===== config.mk =====
export PLATFORM = sky130hd
export DESIGN_NAME = tcc_ram
export DESIGN_NICKNAME = d
export VERILOG_FILES = /design/src/hw/rtl/tcc_ram.sv
export SDC_FILE = /design/constraint.sdc
export NUM_CORES = 1
export LEC_CHECK = 0
export BUFFER_PORTS_ARGS = -buffer_cell sky130_fd_sc_hd__buf_2
export CAP_MARGIN = 20
export CORE_MARGIN = 5
export CORE_UTILIZATION = 45
export DETAILED_ROUTE_END_ITERATION = 7
export GPL_ROUTABILITY_DRIVEN = 0
export GPL_TIMING_DRIVEN = 1
export HOLD_SLACK_MARGIN = 0.05
export REMOVE_ABC_BUFFERS = 1
export SLEW_MARGIN = 0
export SYNTH_ARGS = -nofsm -noshare
export SYNTH_HDL_FRONTEND = slang
export SYNTH_SLANG_ARGS = --single-unit

===== constraint.sdc =====
create_clock -name clk -period 2 [get_ports clk]
set_input_delay 0.3 -clock clk [delete_from_list [all_inputs] [get_ports clk]]
set_output_delay 0.3 -clock clk [all_outputs]
set_load 0.02 [all_outputs]

===== src/hw/rtl/tcc_ram.sv =====
// Generic single-write, single-read RAM with registered read data (read-first).
module tcc_ram #(
	parameter int WIDTH = 8,
	parameter int DEPTH = 16,
	localparam int AW   = (DEPTH > 1) ? $clog2(DEPTH) : 1
) (
	input  logic             clk,
	input  logic             we,
	input  logic [AW-1:0]    waddr,
	input  logic [WIDTH-1:0] wdata,
	input  logic [AW-1:0]    raddr,
	output logic [WIDTH-1:0] rdata
);

	logic [WIDTH-1:0] mem [DEPTH];

	always_ff @(posedge clk) begin
		if (we) begin
			mem[waddr] <= wdata;
		end
		rdata <= mem[raddr];
	end

endmodule


==> impl_metrics.json, run 1 <==
{
  "grt_antenna_before_repair": 0,
  "cts_buffer_depth": 2,
  "crit_chain": "mux4_1, a22oi_1, nand2_1",
  "cp.required_ns": 2.29,
  "die_height_um": 117,
  "power_frac_clock_pct": 47.1,
  "skew_ns": 0.0103,
  "grtUsageTotal_pct": 16.3,
  "slowest_stage": "mux4_1",
  "hold_path.class": "input pin to flop",
  "crit_fanout": 1,
  "report.final.hold_viol_count": 0,
  "fmax_ghz": 0.743,
  "drt-pass1-iter-count": 4,
  "cts_setup_buffers": 0,
  "grt_pass1_vias": 2554,
  "critical_path_class": "flop to flop",
  "cp-startpoint": "mem[6][0]",
  "netlist.area_leader.share_pct": 74.7,
  "clk_pin_slew_ns": 0.06,
  "finalNetCount": 303,
  "initial_core_util_pct": 45.5,
  "whs_path_depth": 1,
  "grt_overflow": 0,
  "finalSetupViolations": 0,
  "dr.first_iter.drc_count": 207,
  "dieWidth_um": 117,
  "crit_path_max_incr_delay_ns": 0.54,
  "ioPinCount": 26,
  "status": "completed",
  "period_share_pct": 67.3,
  "crit_family": "multiplexers",
  "p_comb_share_pct": 4.8,
  "core_um2": 11300,
  "dp.final_hpwl_um": 6350,
  "clock-root-buffer": "clkbuf_16",
  "final_max_slew_viol_count": 0,
  "holdPathEnd": "mem[11][5]",
  "grt_pass1_wl_um": 15600,
  "cp-start-kind": "flop",
  "mostFrequentLayoutCells": "edfxtp_1, buf_2, buf_4, mux4_2, clkbuf_16",
  "seqPwrFrac_pct": 48.1,
  "cts_htree_levels": 4,
  "tns_ns": 0,
  "ir_drop_uv": 596,
  "clkLatencyLatePin_ns": 0.41,
  "syn_inst": 229,
  "antenna_cells": 0,
  "leakage_nw": 2.11,
  "grt_max_degree": 20,
  "grt_setup_unrepaired": "false",
  "cts_tree": "done",
  "worst_pin_slew_ns": 0.471,
  "slew_headroom_pct": 68.6,
  "rows": 39,
  "yosys-top-cells-area": "edfxtp_1, mux4_2, mux4_1",
  "cts_made_buffers": 17,
  "drcViolationCount": 0,
  "synth_top_area_cell": "edfxtp_1",
  "viasPerCell": 5.51,
  "p_sw_mw": 1.37,
  "r2r-end": "rdata[0]",
  "nFillCells": 873,
  "io_buffers": 25,
  "drive_gt1_share_pct": 32.6,
  "critical_path_buf_inv_count": 0,
  "yosysSeqAreaShare_pct": 77.8,
  "r2r_slack_ns": 0.65,
  "cts_hold_buf": 0,
  "worstHoldStart": "wdata[5]",
  "syn2layout_area_growth_pct": 19.6,
  "die_area_um2": 13700,
  "via_count": 2428,
  "final_common_cell": "edfxtp_1",
  "internal_power_mw": 5.29,
  "cts_resized": 0,
  "ys_warn_count": 0,
  "netlist_area_um2": 5150,
  "arrival_ns": 1.64,
  "power_density_nw_per_um2": 1080,
  "cap_viol_max_count": 0,
  "post-route-util_pct": 54.4,
  "cts_sinks": 136,
  "rr_startpoint": "mem[6][0]",
  "ys_types": 19,
  "synth_seq_cells": 136,
  "reg2reg_depth": 3,
  "cp.depth": 3,
  "routed_wl_um": 10000,
  "syn_area_per_cell_um2": 22.5,
  "wl_per_cell_um": 22.7,
  "min_period_ns": 1.35,
  "final_antenna_net_count": 0,
  "switching_share_pct": 20.6,
  "cp-end-kind": "flop"
}
power groups by stage:
stage	clock [mW]	sequential (mW)	combinational [mW]
after floorplan	0	3.28	0.128
after global placement	0	3.27	0.319
after detailed placement	0	3.27	0.324
after CTS	3.19	3.21	0.325
after global routing	3.34	3.21	0.346
final	3.14	3.21	0.317
kinds of logic after synthesis:
logic type             count (synthesis)  share of synthesized area (%)
AOI/OAI and AO/OA                     16                           2.33
DFF                                  136                           77.8
and+or+nand+nor                       35                           3.18
muxes                                 32                           15.0
buffers and inverters                 10                           1.68
synthesized netlist by cell type:
library cell	n
a22oi_1	16
and2_1	1
and2b_1	1
buf_2	3
buf_4	1
buf_6	3
clkdlybuf4s25_2	3
dfxtp_1	8
edfxtp_1	128
mux4_1	14
mux4_2	18
nand2_1	9
nand2b_1	2
nand3_1	1
nand3b_1	2
nor2_1	13
nor2b_1	1
nor3_1	4
or3b_2	1
cell type report:
cell class                      count  area (um2)  share of cell area (%)
Multi-Input combinational cell     83        1060                    17.2
Clock buffer                       18         429                    6.97
Sequential cell                   136        4000                    65.0
Tap cell                          143         179                    2.91
Clock inverter                     14         171                    2.78
Timing Repair Buffer               47         315                    5.12
worst max path at each step:
stage,to,slack (ns)
finish,rdata[0],0.65
global route,rdata[0],0.57
CTS,rdata[0],0.60
detailed placement,rdata[0],0.24
global placement,rdata[0],0.27
floorplan,mem[0][0],0.21
registers in the layout, summed over array words and instances, names as in the netlist:
name and count:
rdata 8, mem 128
layer usage:
metal	part of all wire [%]	GRT usage [%]	up-vias	wire length, um
li1	-	-	1083	-
met3	6.8	4.88	7	681
met2	49	24.9	75	4910
met4	0.76	4.82	0	76
met1	43	23.0	1263	4330
met5	0	0	-	0
stage by stage:
stage	hold WS [ns]	std cells	total power [mW]	instance area, um2	setup WS [ns]
3_5_place_dp	0.664	409	3.59	5560	0.238
6_report	0.270	441	6.66	6160	0.654
2_1_floorplan	0.399	219	3.41	5060	0.207
3_3_place_gp	0.655	409	3.58	5560	0.272
4_1_cts	0.265	441	6.72	6160	0.605
5_1_grt	0.274	441	6.89	6160	0.575
worst register-to-register path: cells and delay by family (launching register included):
kind	cells	cell delay, ns
multiplexers	1	0.54
flip-flops	1	0.37
AO/OA/AOI/OAI	1	0.24
AND/OR/NAND/NOR	1	0.08
(Power assumes the default switching activity.)
==> run 2, diff against run 1 <==
--- a/config.mk
+++ b/config.mk
@@ -5,6 +5,7 @@
 export SDC_FILE = /design/constraint.sdc
 export NUM_CORES = 1
 export LEC_CHECK = 0
+export ABC_AREA = 1
 export BUFFER_PORTS_ARGS = -buffer_cell sky130_fd_sc_hd__buf_2
 export CAP_MARGIN = 20
 export CORE_MARGIN = 5
==> constraint.sdc (replaced) <==
create_clock -name clk -period 1.34 [get_ports clk]
set_input_delay 0.201 -clock clk [delete_from_list [all_inputs] [get_ports clk]]
set_output_delay 0.201 -clock clk [all_outputs]
set_load 0.02 [all_outputs]
==> run 2 against run 1 <==
Synthesized cell count increased by 140%. Power increased by 48%. Critical path depth decreased by 2. Hold slack got worse by 0.078 ns. Global-route usage up 1.7 points.
==> impl_metrics.json, run 2 <==
{
  "routed_wl_um": 12600,
  "initial_core_util_pct": 45.9,
  "place_area_um2": 6250,
  "crit_family": "flip-flops",
  "ys.flop_type": "edfxtp_1",
  "drt-pass1-iter-count": 5,
  "status": "completed",
  "drive_gt1_share_pct": 13.8,
  "crit_path_max_incr_delay_ns": 0.36,
  "cts_buffer_depth": 2,
  "syn2layout_area_growth_pct": 18.3,
  "netlist_area_um2": 5770,
  "dp.final_hpwl_um": 8030,
  "ioPinCount": 26,
  "final_common_cell": "nand2_1",
  "die_area_um2": 15200,
  "cp-end-kind": "output pin",
  "slowest_stage": "dfxtp_1",
  "nFillCells": 1110,
  "core_um2": 12600,
  "io_buffers": 25,
  "stdcell_count": 789,
  "worst_pin_slew_ns": 0.386,
  "leakage_nw": 2.99,
  "reg2reg_depth": 6,
  "synth_top_area_cell": "edfxtp_1",
  "grt_antenna_before_repair": 0,
  "mostFrequentLayoutCells": "nand2_1, edfxtp_1, inv_1, nand3_1, buf_4",
  "worstHoldStart": "wdata[5]",
  "final_cell_area_um2": 6820,
  "synth.cells.most_frequent": "nand2_1, edfxtp_1, inv_1, nand3_1, nor2_1",
  "viasPerCell": 4.71,
  "dp_cells": 757,
  "ir_drop_uv": 881,
  "crit_chain": "buf_2",
  "cts_hold_buf": 0,
  "wl_met2_um": 6060,
  "clock-root-buffer": "clkbuf_16",
  "synthArstFlopShare_pct": 0,
  "syn_inst": 551,
  "cp.required_ns": 1.14,
  "synth_most_common_cell": "nand2_1",
  "holdPathEnd": "mem[2][5]",
  "cts_sinks": 136,
  "grtUsageTotal_pct": 18.0,
  "top_regs": "mem x128, rdata x8",
  "rows": 41,
  "crit_fanout": 1,
  "drcViolationCount": 0,
  "top_layer": "met4",
  "report.final.hold_viol_count": 0,
  "r2r_slack_ns": 0.37,
  "power_density_nw_per_um2": 1450,
  "whs_path_depth": 1,
  "cts_setup_buffers": 0,
  "slew_headroom_pct": 74.3,
  "wl_met3_um": 521,
  "min_period_ns": 1.16,
  "cap_viol_max_count": 0,
  "critical_path_buf_inv_count": 1,
  "rr_startpoint": "mem[0][7]",
  "cts_htree_levels": 4,
  "synth_seq_cells": 136,
  "dieWidth_um": 123,
  "fmax_ghz": 0.863,
  "largest_register_ffs": 128,
  "dr.first_iter.drc_count": 261,
  "finalSetupViolations": 0,
  "skew_ns": 0.00646,
  "grt_max_degree": 41,
  "cp-start-kind": "flop",
  "hold_path.class": "input pin to flop",
  "period_share_pct": 86.5,
  "synth-edff-count": 128,
  "arrival_ns": 0.96,
  "grt_setup_unrepaired": "false",
  "antenna_cells": 0,
  "cts_tree": "done",
  "cts_made_buffers": 17,
  "r2r-end": "rdata[7]",
  "critical_path_class": "flop to output pin",
  "final_antenna_net_count": 0,
  "wl_per_cell_um": 16.0,
  "yosysSeqAreaShare_pct": 69.4,
  "clkLatencyLatePin_ns": 0.41,
  "ys_types": 12,
  "top_register": "mem",
  "wl_met1_um": 5680,
  "grt_pass1_wl_um": 19500,
  "ys_warn_count": 0,
  "final_max_slew_viol_count": 0,
  "grt_overflow": 0,
  "via_count": 3713,
  "netlist.area_leader.share_pct": 66.7,
  "syn_area_per_cell_um2": 10.5,
  "tns_ns": 0,
  "clk_pin_slew_ns": 0.05,
  "yosys-top-cells-area": "edfxtp_1, nand2_1, nand3_1",
  "finalNetCount": 622,
  "die_height_um": 123,
  "grt_pass1_vias": 3480,
  "cts_resized": 0
}
run 2: worst max path at each step:
stage               slack, ns  cells past startpoint    endpoint      from
global route             0.13                      1    rdata[2]  rdata[2]
CTS                      0.13                      1    rdata[2]  rdata[2]
detailed placement       0.07                      4  mem[10][5]  waddr[2]
floorplan                0.16                      6    rdata[2]  raddr[0]
global placement         0.05                      4  mem[10][5]  waddr[2]
finish                   0.18                      1    rdata[2]  rdata[2]
run 2: kinds of logic (layout without fill, tap and decap cells):
group / Yosys count / after routing / share of synthesized area [%]
buffers and inverters: 126 / 192 / 9.52
DFF: 136 / 136 / 69.4
and+or+nand+nor: 289 / 289 / 21.0
run 2: final cells by class:
type | count | area (um2) | area share (%)
well taps | 172 | 215 | 3.16
flip-flops and latches | 136 | 4000 | 58.7
clock buffers | 20 | 437 | 6.40
multi-input cells | 289 | 1210 | 17.8
inverters | 102 | 383 | 5.61
repair buffers | 58 | 435 | 6.38
clock inverters | 12 | 133 | 1.94
run 2: metrics by stage:
step / total power [mW] / setup slack, ns / hold slack (ns) / utilization [%]
6_report: 9.89 / 0.181 / 0.191 / 54.3
5_1_grt: 10.2 / 0.132 / 0.199 / 54.3
4_1_cts: 9.99 / 0.135 / 0.192 / 54.3
3_5_place_dp: 5.51 / 0.0703 / 0.623 / 49.7
3_3_place_gp: 5.50 / 0.0548 / 0.619 / 49.7
2_1_floorplan: 5.16 / 0.159 / 0.300 / -
run 2: worst register-to-register path, cell delays in order, from the launching register on:
cell and delay (ns):
edfxtp_1 0.37, inv_1 0.07, nand2_1 0.05, nand3_1 0.10
nand3_1 0.11, nand3_1 0.11, nand2_1 0.05
run 2: where the power goes:
group | switching [mW] | internal [mW]
sequential | 0.0291 | 4.76
combinational | 0.427 | 0.198
clock | 1.60 | 2.88
total | 2.06 | 7.84
run 2: routing by layer:
layer,track usage (%),vias up
li1,-,1885
met1,24.1,1719
met2,27.9,87
met3,3.98,22
met4,8.51,0
met5,0,-
==> run 3, diff against run 2 <==
--- a/config.mk
+++ b/config.mk
@@ -5,7 +5,6 @@
 export SDC_FILE = /design/constraint.sdc
 export NUM_CORES = 1
 export LEC_CHECK = 0
-export ABC_AREA = 1
 export BUFFER_PORTS_ARGS = -buffer_cell sky130_fd_sc_hd__buf_2
 export CAP_MARGIN = 20
 export CORE_MARGIN = 5
==> run 3 against run 2 <==
Global-route usage shrank 2.6 points. Largest power group unchanged. Via count is 36% lower. Critical path depth rose by 2. Highest routed layer unchanged.
==> impl_metrics.json, run 3 (synthesis results as in run 1) <==
{
  "wl_per_cell_um": 21.1,
  "worstHoldStart": "wdata[3]",
  "drcViolationCount": 0,
  "cp.required_ns": 1.62,
  "routed_wl_um": 9430,
  "die_area_um2": 13700,
  "drive_gt1_share_pct": 34.3,
  "dr.first_iter.drc_count": 124,
  "p_comb_share_pct": 5.1,
  "final_max_slew_viol_count": 0,
  "finalSetupViolations": 0,
  "cts_setup_buffers": 0,
  "reg2reg_depth": 3,
  "cp-start-kind": "flop",
  "grt_pass1_wl_um": 14600,
  "crit_fanout": 1,
  "dieWidth_um": 117,
  "cts_made_buffers": 17,
  "cts_buffer_depth": 2,
  "drt-pass1-iter-count": 4,
  "ir_drop_uv": 928,
  "clkLatencyLatePin_ns": 0.40,
  "crit_path_max_incr_delay_ns": 0.51,
  "hold_path.class": "input pin to flop",
  "r2r_slack_ns": 0.07,
  "cts_htree_levels": 4,
  "fmax_ghz": 0.789,
  "cap_viol_max_count": 0,
  "grt_antenna_before_repair": 0,
  "grt_max_degree": 22,
  "period_share_pct": 94.6,
  "power_density_nw_per_um2": 1580,
  "clk_pin_slew_ns": 0.05,
  "syn2layout_area_growth_pct": 21.1,
  "mostFrequentLayoutCells": "edfxtp_1, buf_2, buf_4, mux4_2, clkbuf_16",
  "crit_chain": "mux4_1, a22oi_1, nand2_1",
  "grt_pass1_vias": 2542,
  "cp-startpoint": "mem[2][1]",
  "largest_register_ffs": 128,
  "top_register": "mem",
  "final_antenna_net_count": 0,
  "min_period_ns": 1.27,
  "grt_overflow": 0,
  "top_regs": "mem x128, rdata x8",
  "r2r-end": "rdata[1]",
  "post-route-util_pct": 55.1,
  "grtUsageTotal_pct": 15.3,
  "slew_headroom_pct": 40.3,
  "rr_startpoint": "mem[2][1]",
  "die_height_um": 117,
  "skew_ns": 0.00468,
  "viasPerCell": 5.36,
  "antenna_cells": 0,
  "finalNetCount": 308,
  "p_sw_mw": 1.89,
  "cts_sinks": 136,
  "critical_path_class": "flop to flop",
  "io_buffers": 25,
  "core_um2": 11300,
  "worst_pin_slew_ns": 0.893,
  "final_common_cell": "edfxtp_1",
  "leakage_nw": 2.13,
  "report.final.hold_viol_count": 0,
  "critPathCapture": "rdata[1]",
  "rows": 39,
  "slowest_stage": "mux4_1",
  "seqPwrFrac_pct": 48.7,
  "via_count": 2389,
  "power_frac_clock_pct": 46.2,
  "status": "completed",
  "cp-end-kind": "flop",
  "internal_power_mw": 7.94,
  "place_ws_ns": -0.350,
  "cts_tree": "done",
  "arrival_ns": 1.55,
  "dp.final_hpwl_um": 6160,
  "initial_core_util_pct": 45.5,
  "clock-root-buffer": "clkbuf_16",
  "grt_setup_unrepaired": "false",
  "ioPinCount": 26,
  "fin_ws_ns": 0.0729,
  "switching_share_pct": 19.2
}
run 3: cell types whose count changed in the layout (fill, tap and decap cells not counted), moves of 5 or more:
cell	delta
nand3_1	-96
a22oi_2	+5
mux4_2	+19
mux4_1	+13
a22oi_1	+11
nand2_1	-164
buf_4	-6
inv_1	-100
run 3: routing by layer:
metal  part of all wire [%]  vias up  track usage (%)
met1                     45     1236             20.5
met3                    5.0        8             4.06
met2                     49       53             24.1
met4                    1.2        0             6.19
li1                       -     1092                -
met5                      0        -                0
run 3: final cells by class:
cell class	instances	area (um2)
flip-flops and latches	136	4000
multi-input cells	83	1080
well taps	143	179
repair buffers	52	390
clock buffers	23	458
clock inverters	9	125
fillers	882	5090
run 3: worst max-delay path, delay by kind of cell (launching register included):
kind / cells / cell delay [ns]
mux: 1 / 0.51
flops: 1 / 0.37
compound gates: 1 / 0.19
simple gates: 1 / 0.08
run 3: power groups by stage:
| stage | logic (mW) | clock network [mW] | registers, mW |
|---|---|---|---|
| floorplan | 0.191 | 0 | 4.90 |
| global placement | 0.494 | 0 | 4.87 |
| detailed placement | 0.501 | 0 | 4.87 |
| CTS | 0.506 | 4.64 | 4.79 |
| global route | 0.546 | 4.86 | 4.79 |
| finish | 0.502 | 4.54 | 4.79 |
run 3: worst min path at each step:
| stage | depth (start not counted) | end | slack (ns) |
|---|---|---|---|
| 3_5_place_dp | 1 | mem[14][3] | 0.60 |
| 2_1_floorplan | 0 | mem[0][0] | 0.30 |
| 5_1_grt | 1 | mem[13][2] | 0.18 |
| 4_1_cts | 1 | mem[7][3] | 0.17 |
| 3_3_place_gp | 1 | mem[7][2] | 0.59 |
| 6_report | 1 | mem[14][3] | 0.18 |
run 3: what timing repair did:
| action | 4_1_cts | 5_1_grt |
|---|---|---|
| resized for setup | 2 | 4 |
| endpoints found under the hold margin | 0 | 0 |
| setup endpoints to repair | 2 | 5 |
| pin swaps | 0 | 2 |
| hold buffers | 0 | 0 |
run 3: stage by stage:
step                      cell area, um2  std cells  setup TNS [ns]  hold slack (ns)  total power [mW]
after global routing                6230        446               0            0.183              10.2
after CTS                           6220        446               0            0.168              9.93
after floorplan                     5060        219           -6.40            0.300              5.09
after detailed placement            5630        414           -5.86            0.601              5.38
final                               6230        446               0            0.181              9.83
after global placement              5630        414           -4.98            0.589              5.37
